`src/design/shfd_pkg.sv`:
```
`default_nettype none

package shfd_pkg;

   // Sync word and broadcast address
   localparam logic [7:0]  SYNC_A       = 8'h59;  // 'Y'
   localparam logic [7:0]  SYNC_B       = 8'h49;  // 'I'
   localparam logic [7:0]  SYNC_C       = 8'h52;  // 'R'
   localparam logic [15:0] BROADCAST_ID = 16'hFFFF;

   localparam int HEADER_BYTES = 8;
   localparam int FOOTER_BYTES = 4;

   localparam int MAX_FRAME_LEN_DEFAULT = 256;

   localparam int REQ_TDATA_W = 8;
   localparam int RSP_TDATA_W = 56;
   localparam int ADDR_W      = 16;

   typedef enum logic [3:0] {
      PH_IDLE,
      PH_GOT_A,
      PH_GOT_B,
      PH_CMD,
      PH_ID_LO,
      PH_ID_HI,
      PH_LEN_LO,
      PH_LEN_HI,
      PH_DATA
   } phase_type;

   typedef struct packed {
      logic [8:0]  frame_length;
      logic        frame_end;
      logic [15:0] slave_id;
      logic [7:0]  command;
      logic [7:0]  byte_offset;
      logic [7:0]  frame_byte;
   } result_type;

endpackage

`default_nettype wire

```
`src/design/sync_header_frame_deframer_core.sv`:
```
`default_nettype none

// Sync-header frame deframer.
// req_* carries received bus bytes, one per transaction. The block hunts for
// the sync word "YIR", takes command, slave id and payload length from the
// header and, for frames addressed to csr_wdata's station or to broadcast,
// puts out each payload and footer byte on rsp_* with its offset, the header
// fields and the total frame length; rsp_tlast marks the last frame byte.
// Oversize frames are dropped at the length field; frames for other stations
// are counted through but give no output.
// csr_we writes the station address; write only while the block is idle.
// A result is registered and appears on rsp_* in the cycle after its byte is accepted.
// Throughput: one byte per cycle while the output register can load; the header
// state update feeds one output register.
// Reset clears the hunt state, the address register and the output valid flag.
// When the receiver stalls, the output register holds its transaction and
// req_tready drops until the pending result is taken; bytes that produce no
// result are still accepted as long as the register can load.

module sync_header_frame_deframer_core #(
   parameter int MAX_FRAME_LEN = shfd_pkg::MAX_FRAME_LEN_DEFAULT
) (
   input  wire logic                             clock,
   input  wire logic                             reset,
   input  wire logic                             csr_we,
   input  wire logic [shfd_pkg::ADDR_W-1:0]      csr_wdata,   // own_address
   input  wire logic                             req_tvalid,
   output      logic                             req_tready,
   input  wire logic [shfd_pkg::REQ_TDATA_W-1:0] req_tdata,   // [7:0] rx_byte
   output      logic                             rsp_tvalid,
   input  wire logic                             rsp_tready,
   // [7:0] frame_byte, [15:8] byte_offset, [23:16] command,
   // [39:24] slave_id, [48:40] frame_length, [55:49] zero
   output      logic [shfd_pkg::RSP_TDATA_W-1:0] rsp_tdata,
   output      logic                             rsp_tlast    // frame_end
);

   logic                 load_ready;
   logic                 byte_accept;
   logic                 result_valid;
   shfd_pkg::result_type result;

   assign req_tready  = load_ready;
   assign byte_accept = req_tvalid && load_ready;

   shfd_parser #(
      .MAX_FRAME_LEN(MAX_FRAME_LEN)
   ) u_parser (
      .clock        (clock),
      .reset        (reset),
      .csr_we       (csr_we),
      .csr_wdata    (csr_wdata),
      .byte_accept  (byte_accept),
      .rx_byte      (req_tdata),
      .result_valid (result_valid),
      .result       (result)
   );

   shfd_out_reg u_out_reg (
      .clock        (clock),
      .reset        (reset),
      .result_valid (result_valid),
      .result       (result),
      .load_ready   (load_ready),
      .rsp_tvalid   (rsp_tvalid),
      .rsp_tready   (rsp_tready),
      .rsp_tdata    (rsp_tdata),
      .rsp_tlast    (rsp_tlast)
   );

endmodule

`default_nettype wire

```
`src/design/shfd_parser.sv`:
```
`default_nettype none

module shfd_parser #(
   parameter int MAX_FRAME_LEN = shfd_pkg::MAX_FRAME_LEN_DEFAULT
) (
   input  wire logic                        clock,
   input  wire logic                        reset,
   input  wire logic                        csr_we,
   input  wire logic [shfd_pkg::ADDR_W-1:0] csr_wdata,
   input  wire logic                        byte_accept,
   input  wire logic [7:0]                  rx_byte,
   output      logic                        result_valid,
   output      shfd_pkg::result_type        result
);

   localparam int RAW_W  = $clog2(MAX_FRAME_LEN + 1);
   localparam int CNT_W  = (RAW_W > 9) ? RAW_W : 9;
   localparam int TOT_W  = 17;

   shfd_pkg::phase_type phase_ff, phase_in;
   logic [CNT_W-1:0]    count_ff, count_in;
   logic [CNT_W-1:0]    exp_len_ff, exp_len_in;
   logic [7:0]          command_ff, command_in;
   logic [15:0]         slave_id_ff, slave_id_in;
   logic [7:0]          len_lo_ff, len_lo_in;
   logic                addressed_ff, addressed_in;
   logic [15:0]         own_addr_ff;

   logic [TOT_W-1:0]    total;
   logic [CNT_W:0]      next_count;
   logic                last;
   logic [15:0]         full_id;

   always_ff @(posedge clock) begin
      if (reset) begin
         phase_ff     <= shfd_pkg::PH_IDLE;
         count_ff     <= '0;
         exp_len_ff   <= '0;
         command_ff   <= '0;
         slave_id_ff  <= '0;
         len_lo_ff    <= '0;
         addressed_ff <= 1'b0;
         own_addr_ff  <= '0;
      end else begin
         phase_ff     <= phase_in;
         count_ff     <= count_in;
         exp_len_ff   <= exp_len_in;
         command_ff   <= command_in;
         slave_id_ff  <= slave_id_in;
         len_lo_ff    <= len_lo_in;
         addressed_ff <= addressed_in;
         if (csr_we) begin
            own_addr_ff <= csr_wdata;
         end
      end
   end

   always_comb begin
      total      = TOT_W'(shfd_pkg::HEADER_BYTES + shfd_pkg::FOOTER_BYTES)
                   + TOT_W'({rx_byte, len_lo_ff});
      next_count = {1'b0, count_ff} + (CNT_W+1)'(1);
      last       = next_count >= {1'b0, exp_len_ff};
      full_id    = {rx_byte, slave_id_ff[7:0]};

      phase_in     = phase_ff;
      count_in     = count_ff;
      exp_len_in   = exp_len_ff;
      command_in   = command_ff;
      slave_id_in  = slave_id_ff;
      len_lo_in    = len_lo_ff;
      addressed_in = addressed_ff;
      result_valid = 1'b0;

      result.frame_byte   = rx_byte;
      result.byte_offset  = count_ff[7:0];
      result.command      = command_ff;
      result.slave_id     = slave_id_ff;
      result.frame_end    = last;
      result.frame_length = exp_len_ff[8:0];

      if (byte_accept) begin
         unique case (phase_ff) inside
            shfd_pkg::PH_IDLE,
            shfd_pkg::PH_GOT_A,
            shfd_pkg::PH_GOT_B: begin
               if (phase_ff == shfd_pkg::PH_GOT_A && rx_byte == shfd_pkg::SYNC_B) begin
                  phase_in = shfd_pkg::PH_GOT_B;
                  count_in = CNT_W'(2);
               end else if (phase_ff == shfd_pkg::PH_GOT_B &&
                            rx_byte == shfd_pkg::SYNC_C) begin
                  phase_in = shfd_pkg::PH_CMD;
                  count_in = CNT_W'(3);
               end else if (rx_byte == shfd_pkg::SYNC_A) begin
                  // restart the sync word at this byte
                  phase_in = shfd_pkg::PH_GOT_A;
                  count_in = CNT_W'(1);
               end else begin
                  phase_in = shfd_pkg::PH_IDLE;
                  count_in = '0;
               end
            end
            shfd_pkg::PH_CMD: begin
               command_in = rx_byte;
               phase_in   = shfd_pkg::PH_ID_LO;
               count_in   = CNT_W'(4);
            end
            shfd_pkg::PH_ID_LO: begin
               slave_id_in = {slave_id_ff[15:8], rx_byte};
               phase_in    = shfd_pkg::PH_ID_HI;
               count_in    = CNT_W'(5);
            end
            shfd_pkg::PH_ID_HI: begin
               slave_id_in  = full_id;
               addressed_in = (full_id == own_addr_ff) ||
                              (full_id == shfd_pkg::BROADCAST_ID);
               phase_in     = shfd_pkg::PH_LEN_LO;
               count_in     = CNT_W'(6);
            end
            shfd_pkg::PH_LEN_LO: begin
               len_lo_in = rx_byte;
               phase_in  = shfd_pkg::PH_LEN_HI;
               count_in  = CNT_W'(7);
            end
            shfd_pkg::PH_LEN_HI: begin
               // drop oversize frames as soon as the length is known
               if (total <= TOT_W'(MAX_FRAME_LEN)) begin
                  exp_len_in = CNT_W'(total);
                  phase_in   = shfd_pkg::PH_DATA;
                  count_in   = CNT_W'(shfd_pkg::HEADER_BYTES);
               end else begin
                  phase_in = shfd_pkg::PH_IDLE;
                  count_in = '0;
               end
            end
            shfd_pkg::PH_DATA: begin
               result_valid = addressed_ff;
               if (last) begin
                  phase_in = shfd_pkg::PH_IDLE;
                  count_in = '0;
               end else begin
                  count_in = next_count[CNT_W-1:0];
               end
            end
            default: begin
               phase_in = shfd_pkg::PH_IDLE;
               count_in = '0;
            end
         endcase
      end
   end

endmodule

`default_nettype wire

```
`src/design/shfd_out_reg.sv`:
```
`default_nettype none

module shfd_out_reg (
   input  wire logic                             clock,
   input  wire logic                             reset,
   input  wire logic                             result_valid,
   input  wire shfd_pkg::result_type             result,
   output      logic                             load_ready,
   output      logic                             rsp_tvalid,
   input  wire logic                             rsp_tready,
   output      logic [shfd_pkg::RSP_TDATA_W-1:0] rsp_tdata,
   output      logic                             rsp_tlast
);

   logic                 valid_ff, valid_in;
   shfd_pkg::result_type data_ff, data_in;

   // the register may take a new transaction whenever it is empty or draining
   assign load_ready = !valid_ff || rsp_tready;

   always_comb begin
      valid_in = valid_ff;
      data_in  = data_ff;
      if (load_ready) begin
         valid_in = result_valid;
         data_in  = result;
      end
   end

   always_ff @(posedge clock) begin
      if (reset) begin
         valid_ff <= 1'b0;
      end else begin
         valid_ff <= valid_in;
      end
   end

   always_ff @(posedge clock) begin
      data_ff <= data_in;
   end

   assign rsp_tvalid = valid_ff;
   assign rsp_tlast  = data_ff.frame_end;
   assign rsp_tdata  = {7'b0,
                        data_ff.frame_length,
                        data_ff.slave_id,
                        data_ff.command,
                        data_ff.byte_offset,
                        data_ff.frame_byte};

endmodule

`default_nettype wire

```
`config.mk`:
```
export PLATFORM = sky130hd
export DESIGN_NAME = sync_header_frame_deframer_core
export DESIGN_NICKNAME = d
export VERILOG_FILES = /design/src/design/shfd_pkg.sv /design/src/design/sync_header_frame_deframer_core.sv /design/src/design/shfd_parser.sv /design/src/design/shfd_out_reg.sv
export SDC_FILE = /design/constraint.sdc
export NUM_CORES = 1
export LEC_CHECK = 0
export BUFFER_PORTS_ARGS = -buffer_cell sky130_fd_sc_hd__buf_2
export CORE_AREA = 3 3 118 120
export CTS_CLUSTER_DIAMETER = 50
export CTS_CLUSTER_SIZE = 16
export DETAILED_ROUTE_END_ITERATION = 10
export DIE_AREA = 0 0 121 123
export GPL_ROUTABILITY_DRIVEN = 0
export MAX_ROUTING_LAYER = met4
export PLACE_DENSITY = 0.7
export SYNTH_ARGS = -nofsm -noshare
export SYNTH_HDL_FRONTEND = slang
export SYNTH_SLANG_ARGS = --single-unit
```
`constraint.sdc`:
```
create_clock -name clock -period 4.02 [get_ports clock]
set_clock_uncertainty 0.05 [all_clocks]
set_input_delay 0.201 -clock clock [delete_from_list [all_inputs] [get_ports clock]]
set_output_delay 0.201 -clock clock [all_outputs]
set_load 0.005 [all_outputs]
```
======== Word level (Yosys, flattened, before mapping) ========
Cells that the tools add are included.
Widths: inputs -> output; s select.
storage, ports and cells
  flip-flop bits (word level) ............. 122
  bits in latches ......................... 0
  RAM bits ................................ 0
  bits in read-only memories .............. 0
  bits of input ports ..................... 29
  output and inout bits ................... 59
  logic and storage cells ................. 66
  memories kept ........................... 0
operators by class
  $add $sub $neg .......................... 2
  multiply operators ...................... 0
  divide/modulo/power cells ............... 0
  order comparisons ....................... 2
  eq/ne operators ......................... 14
  shift operators ......................... 0
  muxes and demuxes ....................... 15
  bitwise operators ....................... 2
  reduce and logical (&&, ||, !) cells .... 15
operators with widths
  kind                   count
  $pmux 9 s7             1
  $pmux 16 s2            1
  $pmux 4 s7             1
  $mux 9                 3
  $eq 8x7->1 const B     3
  $mux 4                 5
  $add 4x16->17 const A  1
  $le 17x9->1 const B    1
  $eq 16x16->1           1
  $eq 16x16->1 const B   1
  $eq 4x3->1 const B     4
  $add 9x1->10 const B   1
  $ge 10x9->1            1
  $reduce_and 3->1       3
  $eq 4x2->1 const B     2
  $reduce_and 2->1       4
  $eq 4x1->1 const B     1
  $eq 4x4->1 const B     1
  $logic_not 4->1        1
  $mux 1                 4
  $logic_and 1x1->1      3
  $reduce_or 3->1        1
  $logic_or 1x1->1       2
  $ne 2x1->1 const B     1
  2 further kinds        3

======== Logic depth before layout (Yosys ltp) ========
  depth after elaboration ................. 5
  gate-level depth with buffers ........... 11
  mapped depth without buffers ............ 11

======== Cells and area by module ========
Synthesis repeated with hierarchy kept, for this count alone.
unflattened totals
  cells, all modules ...................... 483
  area total of the unflattened synthesis .. 5335.1 sq um
by module, submodules not included
  module                           times used  cells each  area an instance (sq um)  seq. area each (sq um)
  shfd_parser                      1           420         3724.8                    1421.4
  shfd_out_reg                     1           62          1604.0                    1521.5
  sync_header_frame_deframer_core  1           1           6.3                       0.0

======== Least setup slack after synthesis ========
OpenSTA, ideal clock, no wires.
  path type ............................... register -> register
  from .................................... register u_out_reg.valid_ff (netlist: u_out_reg.rsp_tvalid)
  to ...................................... register u_parser.slave_id_ff[0]
  library setup time ...................... 70 ps
  arrival ................................. 2900 ps
  required time ........................... 3900 ps
  path slack .............................. 1000 ps
  stages on the path, launching flop included .. 7
  buffers on the path ..................... 1
  clock period less this slack ............ 3020 ps
  cell sequence ........................... dfxtp_1 nand2b_1 nand2_1 buf_2 nor4_2 nand3_1 a21oi_1
between the ends
  cells in the longest elaborated chain, start to end .. 4
RTL lines
  element                     RTL line                               RTL
  from (decl)                 shfd_out_reg.sv:15                     logic valid_ff, valid_in;
  from (signal assigned)      shfd_out_reg.sv:34                     valid_ff <= valid_in;
  $logic_not 1->1             shfd_out_reg.sv:19                     assign load_ready = !valid_ff || rsp_tready;
  $logic_or 1x1->1            shfd_out_reg.sv:19
  net req_tready              sync_header_frame_deframer_core.sv:28  output logic req_tready,
  $logic_and 1x1->1           sync_header_frame_deframer_core.sv:44  assign byte_accept = req_tvalid && load_ready;
  $reduce_and 3->1 (no line)  n/a
  to (signal assigned)        shfd_parser.sv:49                      slave_id_ff <= slave_id_in;
  to (decl)                   shfd_parser.sv:24                      logic [15:0] slave_id_ff, slave_id_in;
The timed path passes the listed nets, and every way through them passes these cells.
A chain may end at the register's enable or synchronous reset.

==> results by group <==
Synthesis
  – EDFF count, synth: 50
  – Mapped Area: 0.00538 mm²
  – Number of distinct library cell variants in the gate-level netlist after synthesis: 65
  – Proportion of register bits with asynchronous set or reset after synthesis: 0
  – Portion of the post-synthesis area used by sequential elements: 0.547
  – Post-Synthesis Mean Instance Area: 10.5 µm²
  – Dominant cell type by area after synthesis: edfxtp_1
  – Synthesis Warnings: 0
  – Biggest area contributors in the synthesized netlist: edfxtp_1, dfxtp_1, mux2i_1, a21oi_1, nand2_1
  – Gate count of the mapped netlist: 510
  – Count of state elements after synthesis: 122
  – Primary FF master, synth: dfxtp_1
  – Fraction of synthesized cell area taken by the top area cell type: 0.279

Placement
  – Half-perimeter wire length of the detailed placement result: 8.19 mm
  – Pre-CTS setup slack: 1.00 ns
  – Quantity of I/O buffers inserted on ports: 80
  – Inst Count DP: 738

Clock network
  – Sink Count: 122
  – Setup repair bufs after CTS: 0
  – Htree depth: 4
  – Hold-fix buffers at CTS: 13
  – TritonCTS clock tree: yes
  – Number of buffers between clock root and the deepest sink: 2
  – Clock-pin slew of the registers on the worst-case setup and hold paths: 0.06 ns
  – Total of cells resized after clock tree synthesis: 0
  – Clock insertion delay at the later pin of the skew report: 0.41 ns
  – Cell at the root of the clock tree: clkbuf_16
  – Number of CTS-inserted buffers: 17

Route
  – Initial DRC count: 259
  – Antenna violation net count after detailed routing: 0
  – Number of DRC violations after detailed routing: 0
  – Routed vias: 4116
  – Total Routed Length: 12.3 mm
  – Routed length per placed instance: 15.6 µm
  – Via/cell ratio: 5.25
  – Detailed-router iteration count before antenna repair: 5

GRT
  – Initial antenna violation count: 0
  – Wire length of the first global-routing pass: 19.8 mm
  – Via count of the first global-routing pass: 3962
  – Remaining global-route overflow: 0
  – Total Routing Usage GR: 0.175
  – Maximum number of pins on one net before global-route repair: 54

Power and ir drop
  – Standby leakage power: 2.59 nW
  – Peak supply drop: 0.234 mV
  – Total power density per cell area: 449 mW/mm²

STA
  – Total negative slack for setup checks: 0 ns
  – Final-report max-slew violation count: 0
  – Final number of setup-violating endpoints: 0
  – Post-route clock period utilization: 0.755
  – Final count of hold timing violations: 0
  – Max transition margin: 0.403
  – Unrepaired setup endpoints after global routing: no
  – Period minus WS final: 3.03 ns
  – Pin slew with the least headroom to its limit: 0.893 ns
  – PnR worst setup slack: 0.986 ns
  – Maximum frequency from static timing analysis: 330 MHz

Floorplan
  – Standard cell core area: 0.0131 mm²
  – Width of the die: 121 µm
  – Row count: 42
  – I/O pin total: 88
  – Die area: 0.0149 mm²
  – Starting Density: 0.411
  – Die Y-Extent: 123 µm

Hold path
  – Hold endpoint: u_parser.own_addr_ff[10]
  – Number of instances on the worst hold path: 3
  – Path category of the worst min-delay check: in2reg
  – Start point of the worst hold path: csr_wdata[10]

Cells and area
  – Growth of design area from synthesis to finish: 22.9%
  – Number of diodes added for antenna fixing: 0
  – Filler cell count: 1134
  – Final #Nets: 636
  – Final cell count without fillers: 784
  – Share of final-layout standard cells stronger than drive strength 1: 0.222

Critical path
  – Maximum fanout along the worst path: 10
  – Cells along the critical path: nand3_1, and2_1, or2_2, ha_1, a2111oi_0, o21a_1, o211ai_2, nor3b_4, o21ai_1, a31oi_1
  – Worst Setup End Kind: register
  – Reg-to-Reg End: u_parser.count_ff[3]
  – CP startpoint kind: register
  – Required time at the endpoint of the critical path: 4.30 ns
  – Largest stage delay on the critical path: 0.46 ns
  – Data arrival at the endpoint of the critical path: 3.32 ns
  – Cell with the biggest individual delay on the critical path: a2111oi_0
  – Kind of critical path: reg2reg
  – Worst reg2reg path depth: 10
  – Crit Reg-Reg Startpoint: u_parser.count_ff[0]
  – Worst reg-to-reg setup slack: 0.99 ns

Job
  – Maximum Capacitance Violations: 0

Outcome
  – Outcome: completed
flip-flops by register name, indices dropped and copies added, names as in the netlist:
signal	flops
u_out_reg.rsp_tdata	49
u_out_reg.rsp_tlast	1
u_out_reg.rsp_tvalid	1
u_parser.addressed_ff	1
u_parser.command_ff	8
u_parser.count_ff	9
u_parser.exp_len_ff	9
u_parser.len_lo_ff	8
u_parser.own_addr_ff	16
u_parser.phase_ff	4
u_parser.slave_id_ff	16
cell type report:
| type | instances | area [µm²] | area share |
|---|---|---|---|
| clock inverters | 9 | 110 | 0.0167 |
| clock buffers | 23 | 509 | 0.0770 |
| flip-flops and latches | 122 | 2940 | 0.445 |
| multi-input cells | 343 | 2210 | 0.335 |
| inverters | 14 | 52.6 | 0.00795 |
| repair buffers | 97 | 563 | 0.0851 |
| well taps | 176 | 220 | 0.0333 |
cell usage after synthesis (4+ instances only):
cell / instances
a211oi_1: 5
nand3_1: 23
buf_4: 9
buf_2: 12
clkbuf_1: 14
nand2_1: 54
inv_1: 14
xor2_1: 5
dfxtp_1: 72
nand4_1: 13
xnor2_1: 23
nor2_1: 49
nor3_1: 4
a31oi_1: 7
o31ai_1: 4
a21oi_1: 44
ha_1: 12
o21ai_0: 8
mux2i_1: 24
edfxtp_1: 50
kinds of logic (layout without fill, tap and decap cells):
family                   count (synthesis)  count (layout)  share of synthesized area
adder cells (fa/ha/maj)                 12              12                     0.0279
buffers and inverters                   51             143                     0.0460
AND/OR/NAND/NOR                        178             178                      0.175
XOR/XNOR                                28              28                     0.0456
AO/OA/AOI/OAI                           93              93                      0.110
flip-flops                             122             122                      0.547
multiplexers                            25              25                     0.0474
other                                    1               7                   0.000697
per-stage QoR:
stage               instance area [µm²]  hold WS [ns]  utilization  total power, mW
CTS                                6600       0.00104        0.505             2.98
floorplan                          5400         0.250            -             1.41
global placement                   5850         0.369        0.447             1.43
detailed placement                 5850         0.367        0.447             1.44
finish                             6610       0.00763        0.505             2.97
global route                       6610        0.0268        0.505             3.04
layout by cell type, fill, tap and decap left out, types with 7 or more instances in the layout:
| cell type | n |
|---|---|
| a21oi_1 | 44 |
| a31oi_1 | 7 |
| buf_2 | 80 |
| clkbuf_16 | 18 |
| conb_1 | 7 |
| dfxtp_1 | 72 |
| dlygate4sd3_1 | 14 |
| edfxtp_1 | 50 |
| ha_1 | 12 |
| inv_1 | 14 |
| mux2i_1 | 24 |
| nand2_1 | 54 |
| nand3_1 | 23 |
| nand4_1 | 13 |
| nor2_1 | 49 |
| o21ai_0 | 8 |
| xnor2_1 | 23 |
metal layers:
metal | global-route usage | vias up | routed length, µm
li1 | - | 1978 | -
met1 | 0.202 | 1991 | 5270
met2 | 0.284 | 116 | 6090
met3 | 0.0494 | 31 | 565
met4 | 0.0807 | 0 | 327
met5 | - | - | 0
how the worst max path moves through the flow:
stage	startpoint	end	slack (ns)
finish	u_parser.count_ff[0]	u_parser.count_ff[3]	0.99
global route	u_parser.count_ff[0]	u_parser.count_ff[3]	0.70
CTS	u_parser.count_ff[0]	u_parser.count_ff[3]	0.99
detailed placement	u_parser.count_ff[0]	u_parser.count_ff[3]	1.00
global placement	u_parser.count_ff[0]	u_parser.count_ff[3]	1.19
floorplan	u_out_reg.rsp_tvalid	u_parser.slave_id_ff[0]	1.0
report_power, final:
group / switching, mW / total, mW / internal [mW] / leakage, nW
combinational: 0.0714 / 0.122 / 0.0505 / 1.11
sequential: 0.00854 / 1.30 / 1.29 / 1.18
clock: 0.527 / 1.54 / 1.01 / 0.297
critical path, delay by kind of cell, from the launching register on:
| family | cells | cell delay, ns |
|---|---|---|
| and+or+nand+nor | 4 | 1.03 |
| adders and majority gates | 1 | 0.29 |
| DFF | 1 | 0.44 |
| AOI/OAI and AO/OA | 5 | 1.14 |
Power figures use the tool's default switching activity.
